`src/rtl/core/msd_pkg.sv`:
```
// Package for the moving standard deviation block: widths, sizes and the
// status struct that the window unit hands to the top level.
// Depends on nothing; every other file in rtl/core uses it.
`default_nettype none

package msd_pkg;

  // Window store depth and the sample bits that take part in the arithmetic.
  localparam int unsigned MaxWindow  = 256;
  localparam int unsigned SampleBits = 24;

  // Fixed port widths.
  localparam int unsigned SampleW  = 24;
  localparam int unsigned DevBits  = 23;

  localparam int unsigned AddrBits = $clog2(MaxWindow);
  localparam int unsigned LenBits  = AddrBits + 1;
  localparam int unsigned LenReset = 21;

  // Running sums hold up to MaxWindow samples and squares without overflow.
  localparam int unsigned SumBits  = SampleBits + AddrBits;
  localparam int unsigned ProdBits = 2 * SampleBits;
  localparam int unsigned SqBits   = ProdBits + AddrBits;

  // Variance numerator, the squared length, and the root.
  localparam int unsigned WideBits = 2 * SumBits;
  localparam int unsigned NnBits   = 2 * AddrBits + 1;
  localparam int unsigned RootBits = WideBits / 2;

  // The divider retires two quotient bits a cycle, the root one bit.
  localparam int unsigned DivSteps    = WideBits / 2;
  localparam int unsigned DivCntBits  = $clog2(DivSteps);
  localparam int unsigned RootSteps   = RootBits;
  localparam int unsigned RootCntBits = $clog2(RootSteps);

  typedef struct packed {
    logic done;
    logic full;
  } win_stat_t;

endpackage

`default_nettype wire

```
`src/rtl/core/msd_divider.sv`:
```
// Restoring divider for the variance: divides the wide numerator by the
// squared window length, two quotient bits per cycle.
// Depends on msd_pkg.
`default_nettype none

module msd_divider (
  input  logic                          clk_i,
  input  logic                          rst_ni,
  input  logic                          start_i,
  input  logic [msd_pkg::WideBits-1:0]  dividend_i,
  input  logic [msd_pkg::NnBits-1:0]    divisor_i,
  output logic                          done_o,
  output logic [msd_pkg::WideBits-1:0]  quotient_o
);

  logic [msd_pkg::WideBits-1:0]   dv_q;
  logic [msd_pkg::NnBits-1:0]     dsr_q;
  logic [msd_pkg::NnBits-1:0]     rem_q;
  logic [msd_pkg::DivCntBits-1:0] cnt_q;
  logic                           busy_q;
  logic                           done_q;

  logic [msd_pkg::NnBits:0]       t1, t2, dsr_ext;
  logic [msd_pkg::NnBits-1:0]     r1, r2;
  logic                           q1, q2;

  // The dividend register shifts left and takes the quotient bits in at the
  // bottom, so it holds the quotient once all steps are done.
  always_comb begin
    dsr_ext = {1'b0, dsr_q};
    t1 = {rem_q, dv_q[msd_pkg::WideBits-1]};
    q1 = (t1 >= dsr_ext);
    r1 = q1 ? msd_pkg::NnBits'(t1 - dsr_ext) : t1[msd_pkg::NnBits-1:0];
    t2 = {r1, dv_q[msd_pkg::WideBits-2]};
    q2 = (t2 >= dsr_ext);
    r2 = q2 ? msd_pkg::NnBits'(t2 - dsr_ext) : t2[msd_pkg::NnBits-1:0];
  end

  always_ff @(posedge clk_i or negedge rst_ni) begin
    if (!rst_ni) begin
      dv_q   <= '0;
      dsr_q  <= '0;
      rem_q  <= '0;
      cnt_q  <= '0;
      busy_q <= 1'b0;
      done_q <= 1'b0;
    end else begin
      done_q <= 1'b0;
      if (start_i) begin
        dv_q   <= dividend_i;
        dsr_q  <= divisor_i;
        rem_q  <= '0;
        cnt_q  <= '0;
        busy_q <= 1'b1;
      end else if (busy_q) begin
        dv_q  <= {dv_q[msd_pkg::WideBits-3:0], q1, q2};
        rem_q <= r2;
        cnt_q <= cnt_q + 1'b1;
        if (cnt_q == msd_pkg::DivCntBits'(msd_pkg::DivSteps - 1)) begin
          busy_q <= 1'b0;
          done_q <= 1'b1;
        end
      end
    end
  end

  assign done_o     = done_q;
  assign quotient_o = dv_q;

endmodule

`default_nettype wire

```
`config.mk`:
```
export PLATFORM = sky130hd
export DESIGN_NAME = msd_divider
export DESIGN_NICKNAME = d
export VERILOG_FILES = /design/src/rtl/core/msd_pkg.sv /design/src/rtl/core/msd_divider.sv
export SDC_FILE = /design/constraint.sdc
export NUM_CORES = 1
export LEC_CHECK = 0
export BUFFER_PORTS_ARGS = -buffer_cell sky130_fd_sc_hd__buf_2
export CORE_ASPECT_RATIO = 0.7
export CORE_MARGIN = 2
export CORE_UTILIZATION = 59
export DETAILED_ROUTE_END_ITERATION = 7
export PLACE_DENSITY = 0.95
export SYNTH_ARGS = -nofsm -noshare
export SYNTH_HDL_FRONTEND = slang
export SYNTH_SLANG_ARGS = --single-unit
```
`constraint.sdc`:
```
create_clock -name clk_i -period 6.97 [get_ports clk_i]
set_clock_uncertainty 0.15 [all_clocks]
set_input_delay 0.3485 -clock clk_i [delete_from_list [all_inputs] [get_ports clk_i]]
set_output_delay 0.3485 -clock clk_i [all_outputs]
set_load 0.1 [all_outputs]
```
# Word-level counts from Yosys, hierarchy flattened

Cells that the tools add are included.

Equality and inequality tests: 1
Multiplexer cells: 14
Add/subtract/negate cells: 3
Magnitude comparators: 2
Reductions and logical operators: 1

Operators with widths:

| operator            | count |
|---|---|
| $mux 64             | 2 |
| $mux 17             | 4 |
| $ge 18x17->1        | 2 |
| $sub 17x17->17      | 2 |
| $mux 5              | 2 |
| $mux 1              | 6 |
| $add 5x1->5 const B | 1 |
| $eq 5x5->1 const B  | 1 |
| $reduce_bool 2->1   | 1 |

Output and inout bits: 65
Bits in registers: 105
Logic and storage cells: 27

# Logic depth before layout (Yosys ltp)

Word-level depth: 6
Mapped depth: 22
Gate-level depth less buffers: 20

# Worst setup path after synthesis

OpenSTA, ideal clock, no wires.

Path kind: flip-flop to flip-flop
Start point: register dv_q (netlist bit quotient_o[63])
End point: register rem_q[14] (netlist name)
Path slack: 1.965 ns
Cell stages (with the launch flop): 21
Path buffers: 2
Data required time: 6.696 ns
Period minus slack after synthesis: 5.005 ns
Data arrival time: 4.731 ns
Setup time: 0.124 ns
Cell sequence: dfrtp_1 inv_1 ha_1 inv_1 fa_1 nand3_1 a211oi_1 nor2_1 o211ai_2 buf_4 mux2_2 ha_1 nor2b_1 o31ai_1 a211oi_1 o211ai_1 a21oi_1 a211o_2 buf_6 and4b_1 a211o_1

Cells in the longest elaborated chain, start to end: 6
Elaborated cells on any way between the ends: 8
Classes of those cells: add/sub (2); order compare (2); mux (4)

Ends and longest elaborated chain:

| item                                                  | RTL line                             | source |
|---|---|---|
| start, declared                                       | msd_divider.sv:16                    | `logic [msd_pkg::WideBits-1:0] dv_q;` |
| start signal, assigned                                | msd_divider.sv:50                    | `dv_q <= dividend_i;` |
| start signal, assigned                                | msd_divider.sv:56                    | `dv_q <= {dv_q[msd_pkg::WideBits-3:0], q1, q2};` |
| $sub 17x17->17 / $ge 18x17->1 (equally long branches) | msd_divider.sv:33, msd_divider.sv:32 |  |
| $mux 17 *                                             | msd_divider.sv:33                    | `r1 = q1 ? msd_pkg::NnBits'(t1 - dsr_ext) : t1[msd_pkg::NnBits-1:0];` |
| $sub 17x17->17 / $ge 18x17->1 (equally long branches) | msd_divider.sv:36, msd_divider.sv:35 |  |
| $mux 17 *                                             | msd_divider.sv:36                    | `r2 = q2 ? msd_pkg::NnBits'(t2 - dsr_ext) : t2[msd_pkg::NnBits-1:0];` |
| $mux 17 *                                             | msd_divider.sv:55                    | `end else if (busy_q) begin` |
| $mux 17 *                                             | msd_divider.sv:49                    | `if (start_i) begin` |
| end signal, assigned                                  | msd_divider.sv:57                    | `rem_q <= r2;` |
| end, declared                                         | msd_divider.sv:18                    | `logic [msd_pkg::NnBits-1:0] rem_q;` |

Every way passes the cells marked *; elsewhere a longest branch is shown, timed or not. The select of a mux whose other input is x is not followed.
A chain may end at the register's enable or synchronous reset.

# Worst setup path in the final report

Start point: register dv_q (netlist bit quotient_o[63])
End point: register rem_q[0] (netlist name)

Cells in the longest elaborated chain, start to end: 6
Elaborated cells on any way between the ends: 7
Classes of those cells: add/sub (1); order compare (2); mux (4)

Ends and longest elaborated chain:

| item                                                  | RTL line                             | source |
|---|---|---|
| $sub 17x17->17 / $ge 18x17->1 (equally long branches) | msd_divider.sv:33, msd_divider.sv:32 |  |
| $mux 17 *                                             | msd_divider.sv:33                    |  |
| $ge 18x17->1 *                                        | msd_divider.sv:35                    | `q2 = (t2 >= dsr_ext);` |
| $mux 17 *                                             | msd_divider.sv:36                    |  |
| $mux 17 *                                             | msd_divider.sv:55                    |  |
| $mux 17 *                                             | msd_divider.sv:49                    |  |

Marks and branches as above.

==> results.txt <==
Status = finished, final reports clean
P_leak = 4.18 nW
Initial antenna violation count = 0
Syn Nets = 840
Port bufs = 148
RSZ-0062 raised after global routing = no
Number of max-cap violations = 0
Crit path launch type = flop
# diodes = 0
Ranking of synthesized cells by area = dfrtp_1, mux2i_1, o21ai_0
Final wirelength = 16.6 mm
Worst-path maximum fanout = 21
Layout Nets = 965
Final setup TNS = 0 ns
Vias in the first global route = 5,696
Fraction of layout cells with a size suffix above 1 = 21.9%
1st-pass router iterations = 5
Max stage delay on crit path = 0.52 ns
Final period util = 79.0%
DIE AREA = 12,000 um2
Setup violators final = 0
Yosys cell types = 57
Synthesized area = 6560 um2
Antenna viol nets, final = 0
Reg2Reg Setup Slack = 1.46 ns
Clock sink total = 105
DP Wirelength = 11.7 mm
Initial core utilization = 60.0%
Post-route minimum period = 5.51 ns
Asr flop ratio synth = 100%
# resized after CTS = 0
Hold Path Class = in2reg
CP Capture Type = flop
Worst slew margin = 36.8%
CTS tree = yes
CP max-delay cell = o41ai_1
Clk buf depth = 2
Most used DFF post-synth = dfrtp_1
CP Cell Sequence = inv_1, ha_1, inv_1, fa_1, nand3_1, a211oi_1, nor2_1, o211ai_2, buf_4, mux2_2, ha_1, nand4_1, o41ai_1, o32ai_1, a21oi_1, a211o_2, mux2_2, a211oi_2
Pre-CTS WS = 1.64 ns
Ys Warns = 0
EDFF count, synth = 0
Row cnt = 32
Die Width = 130 um
Crit path kind = reg2reg
Gr ovfl total = 0
Clock latency on the worst-skew pair = 0.35 ns
Peak supply drop = 0.000341 V
Reg clk slew, reported paths = 0.07 ns
CP required = 7.09 ns
Final hold violation count = 0
GRT Total Usage = 28.6%
Worst slew pin tran = 0.948 ns
Largest net degree at the start of global routing = 107
Most frequent cell after synthesis = dfrtp_1
Crit path arrival time = 5.62 ns
First-pass GRT wire length = 27.4 mm
Core Area = 10,900 um2
Syn Inst Count = 718
TritonCTS buffer count = 9
Via density = 5.91
Syn-to-layout area delta = 17.7%
DR vias = 5,915
Die Ht = 92.2 um
Area leader, netlist = dfrtp_1
Power Total = 0.00371 W
PnR worst setup slack = 1.46 ns
Yosys reg bits = 105
DRC = 0
H-Tree Depth = 3
Post-synthesis sequential area ratio = 40.0%
RD Place Congestion = 0.953
Syn_area_per_cell = 9.14 um2
Pwr Density = 481 nW/um2
Commonest cells post-synth = dfrtp_1, nand2_1, o21ai_0, mux2i_1, nor2_1
Root buffer cell = clkbuf_16
WL/cell = 16.6 um
Fmax = 0.182 GHz
Synth top area share = 40.0%
Io pins = 149
DR iter-0 viols = 521
Max Transition Viols Final = 0
## per-layer routing
metal / vias up / track usage [%] / share of wire, %
met5: - / 0 / 0
li1: 2801 / - / -
met2: 282 / 43.2 / 45
met4: 0 / 8.33 / 2.1
met1: 2792 / 41.2 / 45
met3: 40 / 6.77 / 7.9
## sequential cells by signal, summed over array words and instances, names as in the netlist
name / flops
quotient_o: 64
dsr_q: 17
rem_q: 17
cnt_q: 5
busy_q: 1
done_o: 1
## kinds of logic after synthesis
family / count (synthesis) / synth area share (%)
flops: 105 / 40.0
xor+xnor: 29 / 3.87
simple gates: 200 / 13.7
compound gates: 187 / 17.1
buf+inv: 72 / 4.48
fa+ha+maj: 38 / 7.47
mux: 87 / 13.4
## power breakdown
part	total [W]	internal [W]	switching, W
Combinational	0.00234	0.000887	0.00145
Sequential	0.000780	0.000705	0.0000746
Clock	0.000595	0.000355	0.000239
## through the flow
stage	cell area, um2	cells	util [%]	hold slack (ns)
2_1_floorplan	6560	718	-	-0.0971
3_3_place_gp	7360	984	67.4	0.331
3_5_place_dp	7360	984	67.4	0.332
4_1_cts	7720	1001	70.7	0.0462
5_1_grt	7720	1001	70.7	0.0541
6_report	7720	1001	70.7	0.0515
## area by class of cell
type	instances	area, um2
multi-input cells	541	3640
fillers	793	3210
flip-flops and latches	105	2630
repair buffers	153	786
clock buffers	9	225
well taps	153	191
clock inverters	7	124
inverters	33	124
## final timing paths
| kind | start | to | cells after the start |
|---|---|---|---|
| max | quotient_o[63]$_DFFE_PN0P_ | rem_q[0]$_DFFE_PN0P_ | 18 |
| min | dividend_i[11] | quotient_o[11]$_DFFE_PN0P_ | 3 |
| max reg2reg | quotient_o[63]$_DFFE_PN0P_ | rem_q[0]$_DFFE_PN0P_ | 18 |
| min reg2reg | cnt_q[4]$_DFFE_PN0P_ | cnt_q[4]$_DFFE_PN0P_ | 2 |
| max in group asynchronous | rst_ni | busy_q$_DFF_PN0_ | 3 |
| min in group asynchronous | rst_ni | dsr_q[9]$_DFFE_PN0P_ | 2 |
## repair_timing
item	CTS	global route
setup buffers	0	0
endpoints found under the hold margin	61	0
hold buffers	1	0
## cells in the final DEF, fill, tap and decap left out, types with 4 or more instances in the layout
| cell | count |
|---|---|
| nand2_1 | 94 |
| nand2b_1 | 6 |
| mux2i_1 | 80 |
| buf_2 | 146 |
| ha_1 | 36 |
| nand3_1 | 13 |
| a211oi_1 | 18 |
| nand4_1 | 6 |
| a21o_1 | 7 |
| nor3_1 | 6 |
| or2_2 | 4 |
| o21ai_0 | 91 |
| xor2_1 | 13 |
| and3_1 | 4 |
| dfrtp_1 | 104 |
| xnor2_1 | 16 |
| mux2_2 | 7 |
| buf_4 | 6 |
| o211ai_1 | 6 |
| inv_1 | 33 |
| nor2_1 | 48 |
| a21oi_1 | 34 |
| a31oi_1 | 5 |
| clkbuf_16 | 9 |
## worst max-delay path: cells and delay by family, from the launching register on
family / cells / cell delay, ns
flip-flops: 1 / 0.42
adder cells (fa/ha/maj): 3 / 0.79
AND/OR/NAND/NOR: 3 / 0.42
multiplexers: 2 / 0.78
AO/OA/AOI/OAI: 7 / 2.36
buffers and inverters: 3 / 0.48
(Power assumes the default switching activity.)
