--- config.mk ---
export PLATFORM = sky130hd
export DESIGN_NAME = msd_isqrt
export DESIGN_NICKNAME = d
export VERILOG_FILES = /design/src/rtl/core/msd_pkg.sv /design/src/rtl/core/msd_isqrt.sv
export SDC_FILE = /design/constraint.sdc
export NUM_CORES = 1
export LEC_CHECK = 0
export BUFFER_PORTS_ARGS = -buffer_cell sky130_fd_sc_hd__buf_2
export CORE_MARGIN = 4
export CORE_UTILIZATION = 50
export CTS_CLUSTER_DIAMETER = 30
export CTS_CLUSTER_SIZE = 40
export DETAILED_ROUTE_END_ITERATION = 10
export PLACE_DENSITY = 0.7
export SYNTH_ARGS = -nofsm -noshare
export SYNTH_HDL_FRONTEND = slang
export SYNTH_SLANG_ARGS = --single-unit
--- constraint.sdc ---
create_clock -name clk_i -period 6 [get_ports clk_i]
set_clock_uncertainty 0.05 [all_clocks]
set_input_delay 0.6 -clock clk_i [delete_from_list [all_inputs] [get_ports clk_i]]
set_output_delay 0.6 -clock clk_i [all_outputs]
set_load 0.02 [all_outputs]
--- src/rtl/core/msd_pkg.sv ---
// Package for the moving standard deviation block: widths, sizes and the
// status struct that the window unit hands to the top level.
// Depends on nothing; every other file in rtl/core uses it.
`default_nettype none

package msd_pkg;

  // Window store depth and the sample bits that take part in the arithmetic.
  localparam int unsigned MaxWindow  = 256;
  localparam int unsigned SampleBits = 24;

  // Fixed port widths.
  localparam int unsigned SampleW  = 24;
  localparam int unsigned DevBits  = 23;

  localparam int unsigned AddrBits = $clog2(MaxWindow);
  localparam int unsigned LenBits  = AddrBits + 1;
  localparam int unsigned LenReset = 21;

  // Running sums hold up to MaxWindow samples and squares without overflow.
  localparam int unsigned SumBits  = SampleBits + AddrBits;
  localparam int unsigned ProdBits = 2 * SampleBits;
  localparam int unsigned SqBits   = ProdBits + AddrBits;

  // Variance numerator, the squared length, and the root.
  localparam int unsigned WideBits = 2 * SumBits;
  localparam int unsigned NnBits   = 2 * AddrBits + 1;
  localparam int unsigned RootBits = WideBits / 2;

  // The divider retires two quotient bits a cycle, the root one bit.
  localparam int unsigned DivSteps    = WideBits / 2;
  localparam int unsigned DivCntBits  = $clog2(DivSteps);
  localparam int unsigned RootSteps   = RootBits;
  localparam int unsigned RootCntBits = $clog2(RootSteps);

  typedef struct packed {
    logic done;
    logic full;
  } win_stat_t;

endpackage

`default_nettype wire

--- src/rtl/core/msd_isqrt.sv ---
// Digit-by-digit integer square root, one root bit per cycle, floored.
// Depends on msd_pkg.
`default_nettype none

module msd_isqrt (
  input  logic                          clk_i,
  input  logic                          rst_ni,
  input  logic                          start_i,
  input  logic [msd_pkg::WideBits-1:0]  radicand_i,
  output logic                          done_o,
  output logic [msd_pkg::RootBits-1:0]  root_o
);

  logic [msd_pkg::WideBits-1:0]    rad_q;
  logic [msd_pkg::RootBits:0]      rem_q;
  logic [msd_pkg::RootBits-1:0]    root_q;
  logic [msd_pkg::RootCntBits-1:0] cnt_q;
  logic                            busy_q;
  logic                            done_q;

  logic [msd_pkg::RootBits+2:0]    part;
  logic [msd_pkg::RootBits+2:0]    trial;
  logic                            ge;
  logic [msd_pkg::RootBits:0]      rem_d;

  // The remainder never exceeds twice the partial root, so it fits one bit
  // more than the root.
  always_comb begin
    part  = {rem_q, rad_q[msd_pkg::WideBits-1 -: 2]};
    trial = {1'b0, root_q, 2'b01};
    ge    = (part >= trial);
    rem_d = ge ? (msd_pkg::RootBits + 1)'(part - trial) :
                 (msd_pkg::RootBits + 1)'(part);
  end

  always_ff @(posedge clk_i or negedge rst_ni) begin
    if (!rst_ni) begin
      rad_q  <= '0;
      rem_q  <= '0;
      root_q <= '0;
      cnt_q  <= '0;
      busy_q <= 1'b0;
      done_q <= 1'b0;
    end else begin
      done_q <= 1'b0;
      if (start_i) begin
        rad_q  <= radicand_i;
        rem_q  <= '0;
        root_q <= '0;
        cnt_q  <= '0;
        busy_q <= 1'b1;
      end else if (busy_q) begin
        rad_q  <= {rad_q[msd_pkg::WideBits-3:0], 2'b00};
        rem_q  <= rem_d;
        root_q <= {root_q[msd_pkg::RootBits-2:0], ge};
        cnt_q  <= cnt_q + 1'b1;
        if (cnt_q == msd_pkg::RootCntBits'(msd_pkg::RootSteps - 1)) begin
          busy_q <= 1'b0;
          done_q <= 1'b1;
        end
      end
    end
  end

  assign done_o = done_q;
  assign root_o = root_q;

endmodule

`default_nettype wire

Word level (Yosys, flattened, before mapping)
Index checks and enable logic that the tools add are counted.
{"block": "totals", "ff_bits": 136, "input_bits": 67, "word_cells": 26, "out_inout_bits": 33}
{"block": "classes", "order_cmp": 1, "n_mux": 15, "reduce_logical": 1, "add_sub_neg": 2, "eq_ne": 1}
{"cell": "64-bit two-way mux", "n": 2}
{"cell": "33-bit two-way mux", "n": 3}
{"cell": "32-bit two-way mux", "n": 2}
{"cell": "35-bit by 34-bit >= comparator with 1-bit output", "n": 1}
{"cell": "33-bit subtractor", "n": 1}
{"cell": "5-bit two-way mux", "n": 2}
{"cell": "1-bit two-way mux", "n": 6}
{"cell": "5-bit by 1-bit adder with 5-bit output, second input constant", "n": 1}
{"cell": "5-bit equality test, second input constant", "n": 1}
{"cell": "2-bit nonzero test", "n": 1}

Depth between registers and ports, before layout
{"block": "logic_depth", "ltp_word": 4, "depth_mapped": 13, "depth_no_buf": 10}

Worst setup path after synthesis
Ideal clock, no wire load.
{"block": "synth_path", "kind": "reg-to-reg", "from": "register root_q (netlist bit root_o[9])", "to": "register rem_q[0] in the netlist's numbering", "path_buffers": 2, "path_stages_with_launch": 13, "t_required_ns": 5.824, "t_arrival_ns": 2.645, "synth_period_minus_slack_ns": 2.821, "setup_time_ns": 0.126, "slack_ns": 3.179, "cell_sequence": "dfrtp_1 inv_1 ha_1 o21a_1 o21ba_2 a211oi_1 a21oi_1 or2_1 buf_4 a31oi_4 buf_6 nor4_1 a311o_1"}
{"block": "synth_between", "elab_chain_len": 4}
{"element": "start: declaration", "line": "msd_isqrt.sv:16", "text": "logic [msd_pkg::RootBits-1:0] root_q;"}
{"element": "start signal: assignment", "line": "msd_isqrt.sv:55", "text": "root_q <= {root_q[msd_pkg::RootBits-2:0], ge};"}
{"element": "35-bit by 34-bit >= comparator with 1-bit output", "line": "msd_isqrt.sv:31", "text": "ge = (part >= trial);"}
{"element": "33-bit two-way mux", "line": "msd_isqrt.sv:32", "text": "rem_d = ge ? (msd_pkg::RootBits + 1)'(part - trial) :"}
{"element": "33-bit two-way mux", "line": "msd_isqrt.sv:52", "text": "end else if (busy_q) begin"}
{"element": "33-bit two-way mux", "line": "msd_isqrt.sv:46", "text": "if (start_i) begin"}
{"element": "end signal: assignment", "line": "msd_isqrt.sv:54", "text": "rem_q <= rem_d;"}
{"element": "end: declaration", "line": "msd_isqrt.sv:15", "text": "logic [msd_pkg::RootBits:0] rem_q;"}
No other way between the ends. The select of a mux whose other input is x is not followed.
A chain may end at the register's enable or synchronous reset.

Worst setup path after layout
{"block": "layout_path", "from": "register root_q (netlist bit root_o[26])", "to": "register rem_q[16] in the netlist's numbering"}
Same word-level chain as after synthesis.

==> flow_summary.json <==
{
  "drive_above_1_share_pct": 16.4,
  "syn_nets": 1020,
  "vdd_drop_max_mv": 0.319,
  "grt_pass1_vias": 6586,
  "p_leak_nw": 5.02,
  "grt_max_degree": 115,
  "switchingPower_w": 0.00177,
  "postCtsHoldBufs": 0,
  "final_core_util_pct": 58.7,
  "place_inst": 1178,
  "drv_slew": 0,
  "core_area_sq_um": 16100,
  "grt_pass1_wl_um": 32000,
  "via_per_inst": 5.70,
  "cts_setup_buffers": 0,
  "num_vias": 6890,
  "reg2reg_from": "root_o[26]",
  "drt_pass1_iterations": 5,
  "nets": 1084,
  "synth_cell_types": 63,
  "grt_use_total_pct": 21.1,
  "finalCritPeriodShare_pct": 60.5,
  "numCtsBuffers": 17,
  "wl_um": 19400,
  "yosysSeqAreaShare_pct": 40.9,
  "relSlewSlack_pct": 26.5,
  "clockRootBuffer": "clkbuf_16",
  "syn2layout_area_growth_pct": 13.7,
  "antenna_found_initial": 0,
  "die_h_um": 137,
  "crit_type": "flip-flop to flip-flop",
  "mappedNetlistArea_sq_um": 8320,
  "n_antenna_cell": 0,
  "rsz0062_at_grt": "false",
  "final.setup.tns_ns": 0,
  "swShare_pct": 41.3,
  "start_util_pct": 51.6,
  "seqPwrFrac_pct": 26.9,
  "finalSetupViolCount": 0,
  "htreeDepth": 4,
  "synth_area_leader_cell": "dfrtp_1",
  "cts_tree": "built",
  "synth_area_leaders": "dfrtp_1 (41%), mux2i_1 (12%), nand2_1 (5.8%)",
  "ios": 100,
  "fp.dieW_um": 137,
  "clock.fmax_ghz": 0.275,
  "endpoint_kind": "flip-flop",
  "fin_cells": 1209,
  "synthArstFlopShare_pct": 100,
  "synth_seq_cells": 136,
  "clockPowerShare_pct": 23.7,
  "postRouteAntennaNets": 0,
  "internal_power_w": 0.00251,
  "reg2reg_slack_ns": 2.37,
  "p_per_area_nw_per_um2": 452,
  "cp_data_arrival_time_ns": 3.89,
  "io_buffers": 99,
  "worst_pin_slew_ns": 1.10,
  "rows": 46,
  "wire_per_inst_um": 16.0,
  "yosysWarnings": 0,
  "worstSetupStartpointType": "flip-flop",
  "min-delay-path-class": "primary input to asynchronous set/reset pin",
  "cp_max_fo": 35,
  "status": "finished, final reports clean",
  "fillCellCount": 1456,
  "synth_edf_count": 0,
  "crit_required_ns": 6.26,
  "cts_resized": 0,
  "overflow": 0,
  "power_frac_comb_pct": 49.4,
  "drt-initial-drc-count": 546,
  "syn_inst": 917,
  "dp.final_hpwl_um": 13000,
  "clkTransAtPathRegs_ns": 0.06,
  "yosys.area.top_type_share_pct": 40.9,
  "reg2regPathDepth": 10,
  "clock_latency_ns": 0.42,
  "place.gp.congestion": 0.898,
  "cts_sinks": 136,
  "drc": 0,
  "cap_violations": 0,
  "syn_area_per_cell_sq_um": 9.08,
  "ys.flop_type": "dfrtp_1",
  "finalCriticalPeriod_ns": 3.63,
  "die_area_sq_um": 18800,
  "finalHoldViolations": 0,
  "worst_r2r_endpoint": "rem_q[16]",
  "clockBufferDepth": 2
}
[layout make-up]
type	count	area, sq um	share of cell area, %
multi-input combinational	678	4510	47.6
sequential	136	3410	36.0
timing repair buffer	103	538	5.69
clock buffer	19	453	4.79
tap	216	270	2.86
inverter	45	169	1.79
clock inverter	12	115	1.22
[cell usage after synthesis (4+ instances only)]
| master | instances |
|---|---|
| dfrtp_1 | 136 |
| nand2_1 | 129 |
| mux2i_1 | 98 |
| o21ai_0 | 87 |
| nor2_1 | 83 |
| inv_1 | 45 |
| clkbuf_1 | 39 |
| a21oi_1 | 37 |
| ha_1 | 36 |
| xnor2_1 | 16 |
| a311oi_2 | 15 |
| nand3_1 | 14 |
| nand4_1 | 13 |
| nor3_1 | 12 |
| a21o_1 | 9 |
| buf_1 | 9 |
| a211oi_1 | 8 |
| a311oi_1 | 7 |
| and3_1 | 7 |
| or3_1 | 7 |
| xor2_1 | 7 |
| buf_2 | 6 |
| nand2b_1 | 6 |
| and2_1 | 5 |
| nor4_1 | 5 |
| o21a_1 | 5 |
| a31oi_1 | 4 |
| a41oi_1 | 4 |
| and4_1 | 4 |
| o211a_1 | 4 |
| o31ai_1 | 4 |
[critical path: stages, from the launching register on]
cell and delay, ns:
dfrtp_1 0.38, inv_1 0.06, ha_1 0.43, a21o_1 0.27, a21o_1 0.20, a21oi_1 0.24, o21ai_0 0.10, or3_1 0.41
a31oi_4 0.88, nand2_1 0.24, o211a_1 0.27
[flip-flops by register name (all words and copies together) (netlist names)]
name / flops
busy_q: 1
rad_q: 64
root_o: 32
done_o: 1
cnt_q: 5
rem_q: 33
[through the flow]
stage,worst slack (ns),cell area (sq um),hold slack [ns],total power (W)
global placement,2.51,8890,0.460,0.00322
global route,2.12,9460,0.230,0.00458
finish,2.37,9460,0.159,0.00427
detailed placement,2.38,8890,0.484,0.00324
CTS,2.38,9460,0.188,0.00427
floorplan,3.18,8320,0.254,0.00283
[cell usage in the layout (no fill, tap or decap), types with 12 or more instances in the layout]
| cell | synthesis | layout |
|---|---|---|
| nor2_1 | 83 | 83 |
| clkbuf_16 | 0 | 17 |
| nand4_1 | 13 | 13 |
| a21oi_1 | 37 | 37 |
| xnor2_1 | 16 | 16 |
| dfrtp_1 | 136 | 135 |
| ha_1 | 36 | 36 |
| o21ai_0 | 87 | 87 |
| mux2i_1 | 98 | 98 |
| nand2_1 | 129 | 129 |
| buf_2 | 6 | 97 |
| nor3_1 | 12 | 12 |
| a311oi_2 | 15 | 15 |
| nand3_1 | 14 | 14 |
| inv_1 | 45 | 45 |
[worst max-delay path by stage]
stage               startpoint         to  slack (ns)  depth (start not counted)
global placement    root_o[26]  rem_q[12]        2.51                         10
detailed placement  root_o[26]  rem_q[16]        2.38                         10
finish              root_o[26]  rem_q[16]        2.37                         10
floorplan            root_o[9]   rem_q[0]        3.18                         12
global route        root_o[26]  rem_q[12]        2.12                         10
CTS                 root_o[26]  rem_q[16]        2.38                         10
[routing by layer]
metal | part of all wire [%] | track usage (%) | routed length, um | vias up
met5 | 0 | 0 | 0 | -
met4 | 1.5 | 7.04 | 300 | 0
met3 | 4.7 | 3.79 | 903 | 24
met2 | 47 | 33.0 | 9040 | 172
met1 | 47 | 29.8 | 9120 | 3296
li1 | - | - | - | 3398
[kinds of logic (layout without fill, tap and decap cells)]
| kind of cell | count (synthesis) | count (layout) | synth area share (%) |
|---|---|---|---|
| flops | 136 | 136 | 40.9 |
| mux | 99 | 99 | 11.9 |
| compound gates | 221 | 221 | 18.4 |
| buf+inv | 103 | 179 | 4.96 |
| fa+ha+maj | 36 | 36 | 5.41 |
| simple gates | 299 | 299 | 16.0 |
| xor+xnor | 23 | 23 | 2.42 |
[power by group through the flow]
| stage | Sequential, W | Clock (W) | Combinational, W |
|---|---|---|---|
| 2_1_floorplan | 0.00113 | 0 | 0.00169 |
| 3_3_place_gp | 0.00116 | 0 | 0.00206 |
| 3_5_place_dp | 0.00116 | 0 | 0.00208 |
| 4_1_cts | 0.00115 | 0.00103 | 0.00210 |
| 5_1_grt | 0.00116 | 0.00107 | 0.00235 |
| 6_report | 0.00115 | 0.00101 | 0.00211 |
(Power assumes the default switching activity.)
